`src/hw/rtl/roes_pkg.sv`:
```
`timescale 1ns / 1ps

package roes_pkg;

    // Register map (index in the register list)
    localparam logic [0:0] REG_ACTIVE_RANGES = 1'b0;

    // Request kinds
    localparam logic REQ_WRITE = 1'b0;
    localparam logic REQ_QUERY = 1'b1;

    // Largest byte offset a request can reach
    localparam logic [63:0] OFFSET_MAX = 64'h7FFF_FFFF_FFFF_FFFF;

    // One range table word
    typedef struct packed {
        logic [62:0] start;
        logic [62:0] length;
        logic [3:0]  owner;
    } range_entry_t;

    // Table word entering the overlap pipeline
    typedef struct packed {
        logic         valid;
        logic         owner_ok;
        range_entry_t entry;
    } scan_beat_t;

    // Overlap result leaving the overlap pipeline
    typedef struct packed {
        logic        hit;
        logic [3:0]  owner;
        logic [63:0] ov;
    } ov_beat_t;

endpackage

```
`src/hw/rtl/roes_overlap_calc.sv`:
```
`timescale 1ns / 1ps

// Three-stage overlap of one table range with the current request.
module roes_overlap_calc
(
    input  logic                clk,
    input  logic                rst_n,
    input  roes_pkg::scan_beat_t scan,
    input  logic [63:0]         q_off,
    input  logic [63:0]         q_end,
    output roes_pkg::ov_beat_t  beat,
    output logic                busy
);
    import roes_pkg::*;

    logic        b_valid_reg, c_valid_reg, d_valid_reg;
    logic        b_ok_reg, c_ok_reg, d_hit_reg;
    logic [3:0]  b_owner_reg, c_owner_reg, d_owner_reg;
    logic [63:0] b_re_reg, b_lo_reg, c_lo_reg, c_hi_reg, d_ov_reg;

    logic [63:0] rs_ext, rl_ext, re_next, lo_next, hi_next, ov_next;
    logic        ok_next, hit_next;

    // Stage B: range end and lower bound
    always_comb
    begin
        rs_ext  = {1'b0, scan.entry.start};
        rl_ext  = {1'b0, scan.entry.length};
        re_next = rs_ext + rl_ext - 64'd1;
        lo_next = (q_off > rs_ext) ? q_off : rs_ext;
        ok_next = scan.owner_ok && (scan.entry.length != 63'd0);
    end

    // Stage C: upper bound
    assign hi_next = (q_end < b_re_reg) ? q_end : b_re_reg;

    // Stage D: overlap length
    assign hit_next = c_ok_reg && (c_lo_reg <= c_hi_reg);
    assign ov_next  = c_hi_reg - c_lo_reg + 64'd1;

    always_ff @(posedge clk or negedge rst_n)
    begin
        if (!rst_n)
        begin
            b_valid_reg <= 1'b0;
            c_valid_reg <= 1'b0;
            d_valid_reg <= 1'b0;
        end
        else
        begin
            b_valid_reg <= scan.valid;
            c_valid_reg <= b_valid_reg;
            d_valid_reg <= c_valid_reg;
        end
    end

    always_ff @(posedge clk)
    begin
        b_ok_reg    <= ok_next;
        b_owner_reg <= scan.entry.owner;
        b_re_reg    <= re_next;
        b_lo_reg    <= lo_next;

        c_ok_reg    <= b_ok_reg;
        c_owner_reg <= b_owner_reg;
        c_lo_reg    <= b_lo_reg;
        c_hi_reg    <= hi_next;

        d_hit_reg   <= hit_next;
        d_owner_reg <= c_owner_reg;
        d_ov_reg    <= ov_next;
    end

    assign beat.hit   = d_valid_reg && d_hit_reg;
    assign beat.owner = d_owner_reg;
    assign beat.ov    = d_ov_reg;
    assign busy       = b_valid_reg || c_valid_reg || d_valid_reg;

endmodule

```
`config.mk`:
```
export PLATFORM = sky130hd
export DESIGN_NAME = roes_overlap_calc
export DESIGN_NICKNAME = d
export VERILOG_FILES = /design/src/hw/rtl/roes_pkg.sv /design/src/hw/rtl/roes_overlap_calc.sv
export SDC_FILE = /design/constraint.sdc
export NUM_CORES = 1
export LEC_CHECK = 0
export ABC_AREA = 1
export BUFFER_PORTS_ARGS = -buffer_cell sky130_fd_sc_hd__clkbuf_2
export CAP_MARGIN = 20
export CELL_PAD_IN_SITES_DETAIL_PLACEMENT = 0
export CELL_PAD_IN_SITES_GLOBAL_PLACEMENT = 2
export CORE_MARGIN = 8
export CORE_UTILIZATION = 33
export DETAILED_ROUTE_END_ITERATION = 8
export HOLD_SLACK_MARGIN = 0.15
export PLACE_DENSITY_LB_ADDON = 0.1
export RECOVER_POWER = 50
export SLEW_MARGIN = 20
export SYNTH_ARGS = -nofsm -noshare
export SYNTH_HDL_FRONTEND = slang
export SYNTH_SLANG_ARGS = --single-unit
```
`constraint.sdc`:
```
create_clock -name clk -period 3.1 [get_ports clk]
set_clock_uncertainty 0.1 [all_clocks]
set_input_delay 0.465 -clock clk [delete_from_list [all_inputs] [get_ports clk]]
set_output_delay 0.465 -clock clk [all_outputs]
set_load 0.02 [all_outputs]
```
==> out/metrics.json <==
{
  "p_comb_share_pct": 53.4,
  "grt_setup_unrepaired": "no",
  "power_report.internal_total_mw": 13.0,
  "worst_slew_pin_slew_ns": 0.805,
  "timing.critical_path.fanout_max": 4,
  "crit_required_ns": 3.45,
  "routed_wl_microns": 104000,
  "wire_per_inst_microns": 18.6,
  "timing_hold_violations_final": 0,
  "insertion_delay_ns": 0.59,
  "final_net_count": 5180,
  "cts_sinks": 338,
  "yosysUniqueCellTypes": 50,
  "drtAntennaViolNets": 0,
  "boundaryPins": 332,
  "die_width_microns": 298,
  "hold_path_class": "in -> reg",
  "finalSetupViolCount": 0,
  "vdd_ir_drop_max_uv": 400,
  "synthToLayoutAreaGrowth_pct": 24.9,
  "placement.setup.worst_slack_ns": -0.0777,
  "syn-num-nets": 4577,
  "place_inst": 5288,
  "share_clk_of_total_power_pct": 20.2,
  "dp.final_hpwl_microns": 90700,
  "number_of_enable_type_register_cells_in_the_synthesized_netlist": 0,
  "postSynth.asyncResetShare_pct": 0.888,
  "initial_core_util_pct": 33.2,
  "synth_seq_area_share_pct": 25.9,
  "reg2reg_from": "c_hi_reg[1]$_DFF_P_",
  "ys_seq_elements": 338,
  "dr.first_iter.drc_count": 1438,
  "yosysWarnings": 0,
  "final_slew_violations": 0,
  "final.period_utilization_pct": 97.3,
  "cap_viol_max_count": 0,
  "setup.worst_path.start_class": "primary input",
  "cts_max_path_buffers": 3,
  "row_count": 103,
  "setup.reg_to_reg.worst_slack_ns": 0.22,
  "final.min_clock_period_ns": 3.02,
  "drc": 0,
  "grt_overflow": 0,
  "share_seq_of_total_power_pct": 26.5,
  "grt_usage_pct": 22.6,
  "vertical_extent_of_the_die_microns": 298,
  "cts-htree-levels": 2,
  "worstSetupEndpointType": "register",
  "drt_pre_antenna_iters": 6,
  "dr_total_vias": 25361,
  "via_per_inst": 4.56,
  "power-per-cell-area_nw_per_um2": 743,
  "fin_ws_ns": 0.0848,
  "grt_start_max_net_pins": 59,
  "power_switching_mw": 11.3,
  "worstSetupStartpoint": "scan[96]",
  "placement.io_buffers": 331,
  "worst_case_headroom_to_the_max_slew_limit_pct": 45.8,
  "postSynth.topFlopCell": "dfxtp_1",
  "worst_hold_startpoint": "q_end[39]",
  "filler_cell_count": 8696,
  "synthCells": 3874,
  "first_global_vias": 25790,
  "die-area_sq_um": 88600,
  "core_area_sq_um": 78700,
  "placed_cell_area_sq_um": 29400,
  "final_layout_size_suffix_gt1_share_pct": 13.2,
  "antenna_found_initial": 11,
  "gp_routability_congestion": 0.901,
  "worstSetupPathType": "in -> reg",
  "clkTransAtPathRegs_ns": 0.06,
  "status": "completed",
  "power.total_mw": 24.3,
  "post_synthesis_average_cell_area_sq_um": 6.76,
  "max_clock_freq_ghz": 0.332,
  "syn-cell-area_sq_um": 26200,
  "finish.instance_area_sq_um": 32700,
  "power.share.switching_pct": 46.6,
  "tritoncts": "done",
  "fin_cells": 5564,
  "static-leakage-power_nw": 17.5,
  "first_pass_grt_wire_length_microns": 155000,
  "cts_inserted_buffers": 41,
  "arrival_ns": 3.36,
  "clk_root_buffer_cell": "clkbuf_16"
}
## synthesized netlist by cell type (all sizes together) (6+ instances only)
master,n,area [sq um]
a21boi,7,52.6
a21o,7,52.6
a21oi,256,1310
buf,38,338
dfxtp,335,6710
ha,439,5490
inv,810,3040
nand2,1007,4130
nand3,251,1270
nand4,32,228
nor2,368,1410
nor3,41,221
nor4,23,150
o21a,21,158
o21ai,130,654
o21bai,18,139
xnor2,6,52.6
xor2,60,526
## layout make-up
class | count | area [sq um] | share of cell area (%)
Antenna cell | 8 | 20.0 | 0.0612
Multi-Input combinational cell | 2685 | 16100 | 49.1
Tap cell | 1050 | 1310 | 4.02
Inverter | 812 | 3050 | 9.32
Timing Repair Buffer | 599 | 4110 | 12.6
Sequential cell | 338 | 6780 | 20.7
Clock inverter | 16 | 221 | 0.677
Clock buffer | 56 | 1140 | 3.50
## routing by layer
| metal | GRT usage (%) | vias up | share of wire (%) |
|---|---|---|---|
| met4 | 5.45 | 0 | 2.4 |
| met2 | 37.9 | 529 | 45 |
| met3 | 2.63 | 123 | 4.0 |
| li1 | - | 13351 | - |
| met5 | 0 | - | 0 |
| met1 | 30.8 | 11358 | 48 |
## layout by cell type (no fill, tap or decap), types with 42 or more instances in the layout
cell / synthesis / layout
nor2_1: 358 / 357
xor2_1: 60 / 59
dfxtp_1: 335 / 335
nand3_1: 248 / 248
buf_4: 8 / 65
nand2_2: 128 / 129
ha_1: 439 / 439
a21oi_1: 251 / 247
clkbuf_16: 0 / 42
nand2_1: 877 / 876
o21ai_0: 110 / 109
dlygate4sd3_1: 0 / 196
clkbuf_2: 0 / 259
inv_1: 772 / 772
clkbuf_1: 1 / 85
## cell families after synthesis
logic type / Yosys count / share of synthesized area, %
simple gates: 1735 / 28.7
flops: 338 / 25.9
buf+inv: 851 / 12.9
fa+ha+maj: 441 / 21.1
compound gates: 443 / 9.13
xor+xnor: 66 / 2.21
## what timing repair did
action                     CTS  global route
resized for setup            0            13
buffers inserted             0             0
hold endpoints to repair   136             0
hold buffers               196             0
setup endpoints to repair    0             8
## worst paths after layout
kind	end	cells past startpoint
worst max-delay path	b_re_reg[56]$_DFF_P_	15
worst min-delay path	c_hi_reg[39]$_DFF_P_	3
worst max register to register	d_ov_reg[59]$_DFF_P_	15
worst min register to register	c_lo_reg[10]$_DFF_P_	0
max in group asynchronous	c_valid_reg$_DFF_PN0_	3
min in group asynchronous	d_valid_reg$_DFF_PN0_	3
## worst max-delay path: stages
cell,delay [ns]
dlygate4sd3_1,0.59
clkbuf_2,0.17
inv_1,0.08
ha_1,0.27
inv_1,0.04
ha_1,0.37
a21oi_1,0.23
o21ai_0,0.18
a21oi_1,0.25
buf_4,0.17
o21ai_1,0.07
a21oi_1,0.25
nand2_1,0.08
nand2_1,0.06
nand2_1,0.06
## through the flow
step                      hold slack (ns)  util, %  TNS, ns
after global placement              0.163     37.3   -0.100
after CTS                           0.151     41.6        0
after global routing                0.173     41.5        0
final                               0.194     41.5        0
after detailed placement            0.164     37.3  -0.0777
after floorplan                    0.0694        -        0
## power groups by stage
| stage | clock network (mW) | registers (mW) | logic, mW |
|---|---|---|---|
| 2_1_floorplan | 0 | 6.74 | 8.04 |
| 3_3_place_gp | 0 | 6.53 | 13.0 |
| 3_5_place_dp | 0 | 6.55 | 12.9 |
| 4_1_cts | 5.06 | 6.46 | 13.2 |
| 5_1_grt | 5.24 | 6.57 | 14.7 |
| 6_report | 4.90 | 6.43 | 13.0 |
No activity file was read; power rests on OpenSTA's default activity.
